`src/nkt_ram.sv`:
```
`timescale 1ns / 1ps
`default_nettype none

module nkt_ram #(
  parameter int WIDTH = 8,
  parameter int DEPTH = 16
) (
  input  logic                     clk,
  input  logic                     we,
  input  logic [$clog2(DEPTH)-1:0] waddr,
  input  logic [WIDTH-1:0]         wdata,
  input  logic [$clog2(DEPTH)-1:0] raddr,
  output logic [WIDTH-1:0]         rdata
);

  logic [WIDTH-1:0] mem [DEPTH];

  always_ff @(posedge clk) begin
    if (we) begin
      mem[waddr] <= wdata;
    end
    rdata <= mem[raddr];
  end

endmodule

`default_nettype wire

```
`config.mk`:
```
export PLATFORM = sky130hd
export DESIGN_NAME = nkt_ram
export DESIGN_NICKNAME = d
export VERILOG_FILES = /design/src/nkt_ram.sv
export SDC_FILE = /design/constraint.sdc
export NUM_CORES = 1
export LEC_CHECK = 0
export BUFFER_PORTS_ARGS = -buffer_cell sky130_fd_sc_hd__clkbuf_2
export CORE_ASPECT_RATIO = 0.8
export CORE_MARGIN = 4
export CORE_UTILIZATION = 31
export DETAILED_ROUTE_END_ITERATION = 10
export PLACE_DENSITY_LB_ADDON = 0.3
export SYNTH_ARGS = -nofsm -noshare
export SYNTH_HDL_FRONTEND = slang
export SYNTH_SLANG_ARGS = --single-unit
```
`constraint.sdc`:
```
create_clock -name clk -period 1.54 [get_ports clk]
set_input_delay 0.077 -clock clk [delete_from_list [all_inputs] [get_ports clk]]
set_output_delay 0.077 -clock clk [all_outputs]
set_load 0.005 [all_outputs]
```
==> run_results.csv <==
group,metric,value,unit
status,status,"completed",
timing,hold_viol_final,0,
yosys,postSynthAreaPerCell,22.5,um2
critical_path,required,1.81,ns
layout,final_nets,302,
clock_network,cts_tree,"done",
clock_network,postCtsHoldBufs,0,
layout,synthToLayoutAreaGrowth,21.6,%
timing,holdWs,0.0999,ns
clock_network,cts_setup_buffers,0,
placed_design,place_ws,-0.0676,ns
global_route,grt_pass1_vias,2562,
clock_network,clock_latency,0.41,ns
timing,fin_ws,0.0620,ns
yosys,seq_area_frac_synth,77.8,%
drt,drt-pass1-iter-count,4,
drt,ant_nets,0,
clock_network,cts.clk_slew.worst_paths,0.06,ns
timing,worst_pin_slew,0.761,ns
yosys,synth_nets,247,
worst_hold_path,hold_path.class,"input pin to flop",
yosys,synth_edf_count,128,
timing,clock_skew,0.00831,ns
drt,vias,2435,
drt,drc,0,
pwr,switching_share,21.2,%
yosys,synth_most_common_cell,"edfxtp_1",
pwr,power_density,1370,nW/um2
yosys,netlist_area,5150,um2
floorplanning,start_util,32.2,%
floorplanning,die_x,152,um
yosys,yosys-top-cells-area,"edfxtp_1 (75%), mux4_2 (7.9%), mux4_1 (7.1%)",
clock_network,h-tree-depth,4,
timing,drv_slew,0,
drt,vias_per_cell,4.76,
floorplanning,core,16000,um2
critical_path,critical_path_class,"flop to flop",
pwr,power_leakage,2.11,nW
yosys,synthTopCellsByCount,"edfxtp_1 (128), mux4_2 (18), a22oi_1 (16), mux4_1 (14), nor2_1 (13)",
floorplanning,die_h,123,um
clock_network,cts_buffers,17,
yosys,ys_types,19,
critical_path,endpoint_kind,"flop",
drt,wl,10600,um
placed_design,portBuffers,25,
placed_design,gp_congestion,0.726,
timing,max_freq,0.677,GHz
global_route,grt_max_degree,23,
yosys,yosys.area.top_type,"edfxtp_1",
critical_path,rr_worst_depth,3,
clock_network,ctsResizeCount,0,
floorplanning,placementRows,41,
timing,rsz0062_at_grt,"no",
pwr,power.share.sequential,48.7,%
pwr,combPwrFrac,4.7,%
layout,layout-drive-gt1-share,32.7,%
pwr,switchingPower,1.81,mW
timing,max_slew_margin,49.0,%
critical_path,cp-startpoint,"mem[9][4]$_DFFE_PP_",
critical_path,worst_r2r_endpoint,"rdata[4]$_DFF_P_",
global_route,gr-total-overflow,0,
clock_network,numClockSinks,136,
clock_network,cts_max_path_buffers,2,
global_route,antenna_found_initial,0,
flow_run,cap_violations,0,
yosys,synth_top_area_share,74.7,%
critical_path,worst_setup_path_start_kind,"flop",
timing,post-route-period-util,96.0,%
drt,wl_per_cell,20.7,um
yosys,synth_ff_type,"edfxtp_1",
critical_path,crit_fanout,1,
yosys,synthArstFlopShare,0,%
timing,post-route-min-period,1.48,ns
yosys,ys_seq_elements,136,
timing,setup_viol,0,
clock_network,cts_root_buffer,"clkbuf_16",
global_route,track_usage,12.2,%
global_route,grt_pass1_wl,16200,um
pwr,fin_total_pwr,8.55,mW
drt,first_iter_violations,253,
layout,n_antenna_cell,0,
yosys,yosys_warnings,0,
floorplanning,dieArea,18700,um2
pwr,peakVddDrop,0.000611,V
pwr,clkPwrFrac,46.6,%
layout,postLayoutCoreUtil,39.1,%
critical_path,regToRegSetupSlack,0.06,ns
placed_design,dp_hpwl,6960,um
yosys,synth_cells,229,
critical_path,crit_arrival,1.75,ns
floorplanning,boundaryPins,26,
critical_path,endpoint,"rdata[4]$_DFF_P_",
critical_path,r2r-start,"mem[9][4]$_DFFE_PP_",
pwr,power.internal,6.73,mW
-- power by group through the flow --
stage	logic (mW)	registers (mW)	clock network, mW
finish	0.402	4.16	3.98
global route	0.440	4.17	4.25
CTS	0.413	4.16	4.08
detailed placement	0.412	4.24	0
global placement	0.404	4.24	0
floorplan	0.210	4.23	0
-- cell families (layout without fill, tap and decap cells) --
logic type | Yosys count | count (layout) | share of synthesized area (%)
multiplexers | 32 | 32 | 15.0
AND/OR/NAND/NOR | 35 | 35 | 3.18
AO/OA/AOI/OAI | 16 | 16 | 2.33
flip-flops | 136 | 136 | 77.8
buffers and inverters | 10 | 78 | 1.68
-- flip-flops by register name, indices dropped and copies added, names as in the netlist --
name	cells
mem	128
rdata	8
-- area by class of cell --
| cell class | count | area (um2) |
|---|---|---|
| Clock buffer | 18 | 429 |
| Fill cell | 1444 | 9750 |
| Tap cell | 215 | 269 |
| Multi-Input combinational cell | 83 | 1060 |
| Sequential cell | 136 | 4000 |
| Clock inverter | 14 | 163 |
| Timing Repair Buffer | 46 | 333 |
-- worst min-delay path by stage --
stage | endpoint | from | cells past startpoint | slack (ns)
global route | mem[7][2]$_DFFE_PP_ | wdata[2] | 1 | 0.10
floorplan | mem[0][0]$_DFFE_PP_ | wdata[0] | 0 | 0.18
global placement | rdata[3] | rdata[3]$_DFF_P_ | 1 | 0.45
CTS | mem[7][2]$_DFFE_PP_ | wdata[2] | 1 | 0.08
detailed placement | rdata[5] | rdata[5]$_DFF_P_ | 1 | 0.46
finish | mem[7][2]$_DFFE_PP_ | wdata[2] | 1 | 0.1
-- stage by stage --
step | TNS (ns) | cells | instance area, um2
after detailed placement | -0.200 | 480 | 5670
after floorplan | 0 | 229 | 5150
after global routing | 0 | 512 | 6260
after global placement | -0.138 | 480 | 5670
final | 0 | 512 | 6260
after CTS | 0 | 512 | 6260
-- cell usage in the layout (no fill, tap or decap) --
master      netlist  layout
and2_1            1       1
nor3_2            0       1
mux4_1           14      14
clkbuf_1          0       1
clkbuf_16         0      17
nand2b_1          2       2
nor2b_1           1       1
bufinv_16         0       2
nand3b_1          2       2
nand2_1           9       9
buf_12            0       4
clkbuf_2          0      25
or3b_2            1       1
clkinv_4          0       4
inv_6             0       6
nor2_1           13      13
buf_4             1      17
nand3_1           1       1
edfxtp_1        128     128
mux4_2           18      18
a22oi_1          16      16
and2b_1           1       1
nor3_1            4       3
clkinvlp_4        0       2
dfxtp_1           8       8
-- critical path, cell delays in order (launching register included) --
cell and delay [ns]:
edfxtp_1 0.36, mux4_1 0.50, a22oi_1 0.38, nand2_1 0.11
-- layer usage --
layer | up-vias | wire length [um] | part of all wire, % | GRT usage, %
met2 | 56 | 4620 | 44 | 17.6
li1 | 1087 | - | - | -
met5 | - | 0 | 0 | 0
met4 | 0 | 94 | 0.89 | 4.04
met3 | 8 | 497 | 4.7 | 3.78
met1 | 1284 | 5390 | 51 | 17.6
No activity file was read; power rests on OpenSTA's default activity.
