===== src/nkt_pkg.sv =====
`timescale 1ns / 1ps
`default_nettype none

package nkt_pkg;

  // Fixed field widths of the request, response and configuration channels.
  localparam int FUNC_W = 2;
  localparam int ID_W   = 11;
  localparam int KEY_W  = 11;
  localparam int CNT_W  = 11;

  // Value of the entry count register after reset.
  localparam int COUNT_RESET = 1024;

  // Operation codes carried in the func field; the fourth code is unused.
  typedef enum logic [FUNC_W-1:0] {
    FUNC_DELETE = 2'd0,
    FUNC_QUERY  = 2'd1,
    FUNC_CHANGE = 2'd2
  } func_t;

  // Control from the scan sequencer to the compare unit.
  typedef struct packed {
    logic            start;  // clear the predecessor and successor trackers
    logic            take;   // entry data from the memories is valid this cycle
    logic [ID_W-1:0] id;     // id of the entry whose data is valid
  } scan_ctl_t;

endpackage

`default_nettype wire


===== src/nkt_scan.sv =====
`timescale 1ns / 1ps
`default_nettype none

module nkt_scan import nkt_pkg::*; (
  input  logic             clk,
  input  logic             rst,
  input  scan_ctl_t        ctl,
  input  logic [KEY_W-1:0] value,
  input  logic [KEY_W-1:0] entry_key,
  input  logic             entry_present,
  output logic [ID_W-1:0]  result_id
);

  logic             has_pred;
  logic             has_succ;
  logic [KEY_W-1:0] pred_key;
  logic [KEY_W-1:0] succ_key;
  logic [ID_W-1:0]  pred_id;
  logic [ID_W-1:0]  succ_id;
  logic [KEY_W-1:0] pred_dist;
  logic [KEY_W-1:0] succ_dist;

  // Entries arrive in ascending id order, so ">=" lets the highest id win among
  // equal predecessor keys and "<" lets the lowest id win among successor keys.
  always_ff @(posedge clk) begin
    if (rst || ctl.start) begin
      has_pred <= 1'b0;
      has_succ <= 1'b0;
    end else if (ctl.take && entry_present) begin
      if (entry_key <= value) begin
        if (!has_pred || entry_key >= pred_key) begin
          has_pred <= 1'b1;
          pred_key <= entry_key;
          pred_id  <= ctl.id;
        end
      end else begin
        if (!has_succ || entry_key < succ_key) begin
          has_succ <= 1'b1;
          succ_key <= entry_key;
          succ_id  <= ctl.id;
        end
      end
    end
  end

  assign pred_dist = value - pred_key;
  assign succ_dist = succ_key - value;

  always_comb begin
    if (!has_pred && !has_succ) begin
      result_id = '0;
    end else if (!has_pred) begin
      result_id = succ_id;
    end else if (!has_succ) begin
      result_id = pred_id;
    end else if (succ_dist < pred_dist) begin
      result_id = succ_id;
    end else begin
      result_id = pred_id;
    end
  end

endmodule

`default_nettype wire

===== config.mk =====
export PLATFORM = sky130hd
export DESIGN_NAME = nkt_scan
export DESIGN_NICKNAME = d
export VERILOG_FILES = /design/src/nkt_pkg.sv /design/src/nkt_scan.sv
export SDC_FILE = /design/constraint.sdc
export NUM_CORES = 1
export LEC_CHECK = 0
export BUFFER_PORTS_ARGS = -buffer_cell sky130_fd_sc_hd__buf_2
export CAP_MARGIN = 20
export CORE_MARGIN = 8
export CORE_UTILIZATION = 48
export CTS_CLUSTER_DIAMETER = 80
export DETAILED_ROUTE_END_ITERATION = 7
export GPL_ROUTABILITY_DRIVEN = 0
export PLACE_DENSITY_LB_ADDON = 0.15
export SLEW_MARGIN = 30
export SYNTH_ARGS = -nofsm -noshare
export SYNTH_HDL_FRONTEND = slang
export SYNTH_SLANG_ARGS = --single-unit

===== constraint.sdc =====
create_clock -name clk -period 4.1 [get_ports clk]
set_input_delay 0.82 -clock clk [delete_from_list [all_inputs] [get_ports clk]]
set_output_delay 0.82 -clock clk [all_outputs]
set_load 0.005 [all_outputs]

==> results of run 1 <==
==> logic make-up (layout without fill, tap and decap cells) <==
group	after synthesis	after routing
xor gates and xnor gates	18	18
AOI/OAI and AO/OA	67	67
muxes	13	13
adders and majority gates	64	64
DFF	46	46
and+or+nand+nor	85	85
buffers and inverters	58	144
==> stage by stage <==
step / util [%] / std cells / TNS (ns)
finish: 61.9 / 536 / -0.883
global route: 61.9 / 536 / -2.86
CTS: 61.1 / 535 / -2.49
detailed placement: 57.7 / 524 / -5.08
global placement: 57.7 / 524 / -4.04
floorplan: - / 351 / 0
==> where the power goes <==
part / switching (mW) / internal, mW
Sequential: 0.00370 / 0.523
Combinational: 0.168 / 0.158
Clock: 0.151 / 0.182
Total: 0.323 / 0.863
==> timing repair <==
action                                  4_1_cts  5_1_grt
gates cloned                                  1        0
pin swaps                                    13       12
hold buffers                                  0        0
endpoints found under the setup margin       11       11
resized for setup                            29       13
buffers inserted                              2        1
==> state kept, by name, indices dropped and copies added, names as in the netlist <==
name / flops
has_pred: 1
has_succ: 1
pred_id: 11
pred_key: 11
succ_key: 11
succ_id: 11
==> per-layer routing <==
layer | vias up | GRT usage [%]
met1 | 1265 | 21.3
met5 | - | 0
met4 | 0 | 4.06
met2 | 57 | 27.9
met3 | 6 | 3.41
li1 | 1430 | -
==> cell type report <==
cell class              instances  area, µm²
clock buffers                   6       72.6
multi-input cells             247       2150
clock inverters                 2       37.5
flip-flops and latches         46       1360
well taps                      99        124
inverters                      56        213
repair buffers                 80        526
fillers                       642       2770
==> worst max-delay path, stage by stage <==
cell and delay [ns]:
buf_8 0.09, ha_4 0.14, inv_1 0.05, fa_2 0.37
a21oi_4 0.17, buf_4 0.13, o22ai_1 0.06, nor2_1 0.12
xnor2_1 0.08, ha_1 0.30, nand4_1 0.11, nor2_2 0.14
a21oi_2 0.08, o22ai_2 0.20, buf_6 0.18, mux2i_1 0.21
buf_2 0.14
==> worst min path at each step <==
stage | from | end | slack (ns)
floorplan | has_succ | has_succ | 0.50
global placement | has_succ | has_succ | 0.56
detailed placement | has_succ | has_succ | 0.56
CTS | has_succ | has_succ | 0.58
global route | has_succ | has_succ | 0.62
finish | has_succ | has_succ | 0.57
==> layout by cell type, fill, tap and decap left out, types with 3 or more instances in the layout <==
cell	netlist	layout
buf_2	1	46
edfxtp_1	44	44
nor2b_1	5	3
inv_1	56	53
xnor2_1	14	13
clkbuf_8	0	5
buf_4	0	28
a211oi_1	6	3
a21oi_1	18	12
nand4_1	3	3
a21oi_2	3	7
nand3b_1	3	3
nor2_1	23	22
nand2b_1	5	5
o21a_1	3	3
o211ai_1	5	5
mux2i_1	12	12
o21ai_0	9	8
nand3_1	5	5
nor3_1	12	10
a211oi_2	1	3
nand2_1	22	22
xor2_1	4	4
ha_1	62	59
==> results.sh, run 1 <==
export IMPL_drt_iter0_drc=87
export IMPL_h_tree_depth=2
export IMPL_wl_met1_mm=3.82
export IMPL_cp_required_ns=3.28
export IMPL_ys_seq_area_share_pct=38.1
export IMPL_synthTopCellsByArea="edfxtp_1 37%, ha_1 22%, inv_1 5.9%, xnor2_1 3.4%, mux2i_1 3.4%"
export IMPL_synth_top_family_by_area="adder cells"
export IMPL_dr_wl_met2_mm=3.81
export IMPL_maxCapViolCount=0
export IMPL_whs_ns=0.573
export IMPL_start_util_pct=49.3
export IMPL_synth_seq_cells=46
export IMPL_cp_arrival_ns=3.40
export IMPL_r2r_cells=7
export IMPL_io_pin_count=49
export IMPL_outcome="finished with violations"
export IMPL_dpl_cell_area_um2=4180
export IMPL_synthMuxAreaShare_pct=3.67
export IMPL_synth_cell_types=45
export IMPL_worst_path_max_fanout=6
export IMPL_regToRegSetupSlack_ns=1.60
export IMPL_synth_fa_ha_area_share_pct=22.8
export IMPL_ant_nets=0
export IMPL_vias=2758
export IMPL_cp_end_kind="primary output"
export IMPL_post_drt_wl_per_cell_um=15.1
export IMPL_total_power_mw=1.19
export IMPL_synth_largest_area_cell="edfxtp_1"
export IMPL_leakage_nw=2.00
export IMPL_synth_nets=453
export IMPL_topRoutingLayerUsed="met4"
export IMPL_ys_flop_type="edfxtp_1"
export IMPL_synth_simple_gate_area_share_pct=11.3
export IMPL_routed_wl_mm=8.07
export IMPL_vdd_ir_drop_max_uv=303
export IMPL_final_area_um2=4490
export IMPL_synth_most_common_cell="ha_1"
export IMPL_synth_edff_count=44
export IMPL_r2r_end="pred_id[1]"
export IMPL_final_setup_skew_ns=0.00599
export IMPL_whs_path_depth=1
export IMPL_worst_slew_pin_slew_ns=0.755
export IMPL_synth_compound_area_share_pct=13.6
export IMPL_rr_startpoint="pred_key[0]"
export IMPL_cts_buffers=5
export IMPL_slew_headroom_pct=48.4
export IMPL_pwr_density_cell_nw_per_um2=264
export IMPL_violations="setup timing"
export IMPL_wl_met3_um=356
export IMPL_drive_gt1_share_pct=29.3
export IMPL_cts_path_max_buffers=2
export IMPL_synth_top_area_share_pct=36.9
export IMPL_clk_pin_slew_ns=0.09
export IMPL_cts_root_buffer_cell="clkbuf_8"
export IMPL_setup_worst_path_start_class="primary input"
export IMPL_fin_crit_sh_pct=103
export IMPL_grt_pass1_vias=2927
export IMPL_viasPerCell=5.15
export IMPL_synth_area_um2=3580
export IMPL_track_usage_pct=16.7
export IMPL_fmax_ghz=0.237
export IMPL_timing_hold_violations_final=0
export IMPL_rows=31
export IMPL_crit_path_start="value[0]"
export IMPL_worst_setup_path_type="primary input to primary output"
export IMPL_grt_max_degree=16
export IMPL_finalMaxSlewViolations=0
export IMPL_die_w_um=102
export IMPL_pre_cts_slack_ns=-0.478
export IMPL_final_setup_worst_slack_ns=-0.118
export IMPL_setup_viol=11
export IMPL_yosysWarnings=0
export IMPL_crit_end="result_id[7]"
export IMPL_synth_async_reset_ratio_pct=0
export IMPL_die_area_um2=10500
export IMPL_layout_min_cycle_time_ns=4.22
export IMPL_die_h_um=102
export IMPL_syn_area_per_cell_um2=10.2
export IMPL_antenna_found_initial=0
export IMPL_antennaDiodeCount=0
export IMPL_core_um2=7250
export IMPL_area_delta_synth_final_pct=25.5
export IMPL_overflow=0
export IMPL_clkLatencyLatePin_ns=0.29
export IMPL_place_hpwl_mm=6.50
export IMPL_route_detailed_drc=0
export IMPL_rsz0062_at_grt="yes"
export IMPL_nets=538
export IMPL_synth_xor_area_share_pct=4.41
export IMPL_hold_class="register to register"
export IMPL_netlist_top_cells_count="62 x ha_1, 56 x inv_1, 44 x edfxtp_1, 23 x nor2_1, 22 x nand2_1"
export IMPL_drtPass1Iterations=4
export IMPL_cts_tree="done"
export IMPL_syn_inst=351
export IMPL_port_buffers=48
export IMPL_grt_pass1_wl_mm=13.6
export IMPL_cts_sinks=46
Note: power is estimated with default switching activity, not from simulation.
==> run 2, diff against run 1 <==
--- a/config.mk
+++ b/config.mk
@@ -8,7 +8,7 @@
 export BUFFER_PORTS_ARGS = -buffer_cell sky130_fd_sc_hd__buf_2
 export CAP_MARGIN = 20
 export CORE_MARGIN = 8
-export CORE_UTILIZATION = 48
+export CORE_UTILIZATION = 53
 export CTS_CLUSTER_DIAMETER = 80
 export DETAILED_ROUTE_END_ITERATION = 7
 export GPL_ROUTABILITY_DRIVEN = 0
==> constraint.sdc (replaced) <==
create_clock -name clk -period 4.1 [get_ports clk]
set_input_delay 0.41 -clock clk [delete_from_list [all_inputs] [get_ports clk]]
set_output_delay 0.41 -clock clk [all_outputs]
set_load 0.005 [all_outputs]
==> results.sh, run 2 (synthesis gave the netlist of run 1 again) <==
export IMPL_ant_nets=0
export IMPL_worst_path_max_fanout=5
export IMPL_final_setup_skew_ns=0.00571
export IMPL_finalMaxSlewViolations=0
export IMPL_met3_usage_pct=3.91
export IMPL_r2r_cells=7
export IMPL_die_w_um=98.1
export IMPL_slowest_delay_ns=0.41
export IMPL_r2r_end="pred_id[4]"
export IMPL_whs_path_depth=2
export IMPL_cp_end_kind="primary output"
export IMPL_io_pin_count=49
export IMPL_vias=2681
export IMPL_setup_worst_path_start_class="register"
export IMPL_die_area_um2=9630
export IMPL_crit_end="result_id[5]"
export IMPL_fmax_ghz=0.254
export IMPL_drive_gt1_share_pct=19.3
export IMPL_min_delay_start="rst"
export IMPL_track_usage_pct=15.7
export IMPL_outcome="complete, no violations"
export IMPL_worst_slew_pin_slew_ns=0.819
export IMPL_crit_chain="ha_1 -> inv_1 -> fa_1 -> a21oi_2 -> buf_4 -> inv_1 -> a21oi_1 -> xor2_1 -> ha_1 -> a211oi_1 -> o21ai_0 -> a21oi_2 -> o22ai_2 -> buf_4 -> mux2i_1 -> buf_2"
export IMPL_hold_class="primary input to register"
export IMPL_regToRegSetupSlack_ns=1.59
export IMPL_cts_tree="done"
export IMPL_core_um2=6640
export IMPL_gr_usage_met1_pct=19.5
export IMPL_rr_startpoint="pred_key[0]"
export IMPL_cts_sinks=46
export IMPL_cp_arrival_ns=3.53
export IMPL_timing_hold_violations_final=0
export IMPL_viasPerCell=5.47
export IMPL_nets=511
export IMPL_slew_headroom_pct=44.0
export IMPL_routed_wl_mm=7.47
export IMPL_critical_path_slowest_cell="fa_1"
export IMPL_leakage_nw=1.85
export IMPL_die_h_um=98.1
export IMPL_drt_iter0_drc=112
export IMPL_maxCapViolCount=0
export IMPL_total_power_mw=1.13
export IMPL_vdd_ir_drop_max_uv=273
export IMPL_layout_min_cycle_time_ns=3.94
export IMPL_layout_common_cells="62 x ha_1, 56 x inv_1, 48 x buf_2, 44 x edfxtp_1, 23 x nor2_1"
export IMPL_antenna_found_initial=0
export IMPL_met2_usage_pct=26.3
export IMPL_fin_crit_sh_pct=96.1
export IMPL_cts_hold_fix_buffers=0
export IMPL_area_delta_synth_final_pct=14.5
export IMPL_h_tree_depth=2
export IMPL_top_usage_layer="met2"
export IMPL_overflow=0
export IMPL_place_hpwl_mm=6.19
export IMPL_setup_viol=0
export IMPL_antennaDiodeCount=0
export IMPL_rsz0062_at_grt="yes"
export IMPL_worst_setup_path_type="register to primary output"
export IMPL_port_buffers=48
export IMPL_route_detailed_drc=0
export IMPL_cts_root_buffer_cell="clkbuf_8"
export IMPL_grt_pass1_wl_mm=12.3
export IMPL_cts_buffers=5
export IMPL_clkLatencyLatePin_ns=0.29
export IMPL_cts_path_max_buffers=2
export IMPL_layout_commonest_cell="ha_1"
export IMPL_start_util_pct=53.8
export IMPL_clk_pin_slew_ns=0.08
export IMPL_grt_max_degree=15
export IMPL_rows=30
export IMPL_post_drt_wl_per_cell_um=15.2
export IMPL_grt_pass1_vias=2781
export IMPL_crit_path_start="pred_key[0]"
export IMPL_drtPass1Iterations=4
export IMPL_whs_ns=0.287
export IMPL_pwr_density_cell_nw_per_um2=277
export IMPL_cp_required_ns=3.69
-- run 2: cell count changes in the layout (fill, tap and decap cells not counted), sizes merged --
cell	previous run	this run
clkbuf	7	6
buf	79	53
-- run 2: what timing repair did --
item / in CTS / in global routing
resized for setup: 0 / 8
endpoints found under the setup margin: 0 / 11
setup buffers: 0 / 1
-- run 2: through the flow --
step / setup TNS, ns / std cells / instance area [µm²] / util (%) / setup WS [ns]
2_1_floorplan: 0 / 351 / 3580 / - / 0.438
3_3_place_gp: 0 / 480 / 3940 / 59.3 / 0.149
3_5_place_dp: 0 / 480 / 3940 / 59.3 / 0.143
4_1_cts: 0 / 488 / 4050 / 61.0 / 0.0184
5_1_grt: -0.0778 / 490 / 4090 / 61.6 / -0.0276
6_report: 0 / 490 / 4090 / 61.6 / 0.158
-- run 2: critical path, delay by kind of cell (launching register included) --
kind | cells | cell delay (ns)
adder cells (fa/ha/maj) | 3 | 0.86
buffers and inverters | 5 | 0.55
XOR/XNOR | 1 | 0.19
multiplexers | 1 | 0.16
AO/OA/AOI/OAI | 6 | 1.11
flip-flops | 1 | 0.37
-- run 2: cell type report --
cell class / count / area (µm²)
inverter: 56 / 210
clock buffer: 6 / 72.6
tap: 80 / 100
sequential: 46 / 1360
fill: 588 / 2550
timing repair buffer: 53 / 282
clock inverter: 2 / 37.5
multi-input combinational: 247 / 2030
-- run 2: metal layers --
metal  share of wire [%]  routed length [µm]
met5                   0                   0
met4                 1.1                  83
met2                  47                3530
met3                 6.3                 473
met1                  45                3390
-- run 2: where the power goes --
group          internal, mW  switching (mW)  total (mW)  leakage [nW]
combinational         0.126           0.153       0.279          1.38
sequential            0.524         0.00376       0.527         0.414
clock                 0.182           0.146       0.328        0.0514
total                 0.831           0.303        1.13          1.85
-- run 2: worst min-delay path by stage --
| stage | to | slack [ns] |
|---|---|---|
| 6_report | has_pred | 0.29 |
| 5_1_grt | succ_id[1] | 0.29 |
| 4_1_cts | has_pred | 0.27 |
| 3_5_place_dp | has_succ | 0.56 |
| 3_3_place_gp | has_succ | 0.54 |
| 2_1_floorplan | has_pred | 0.48 |
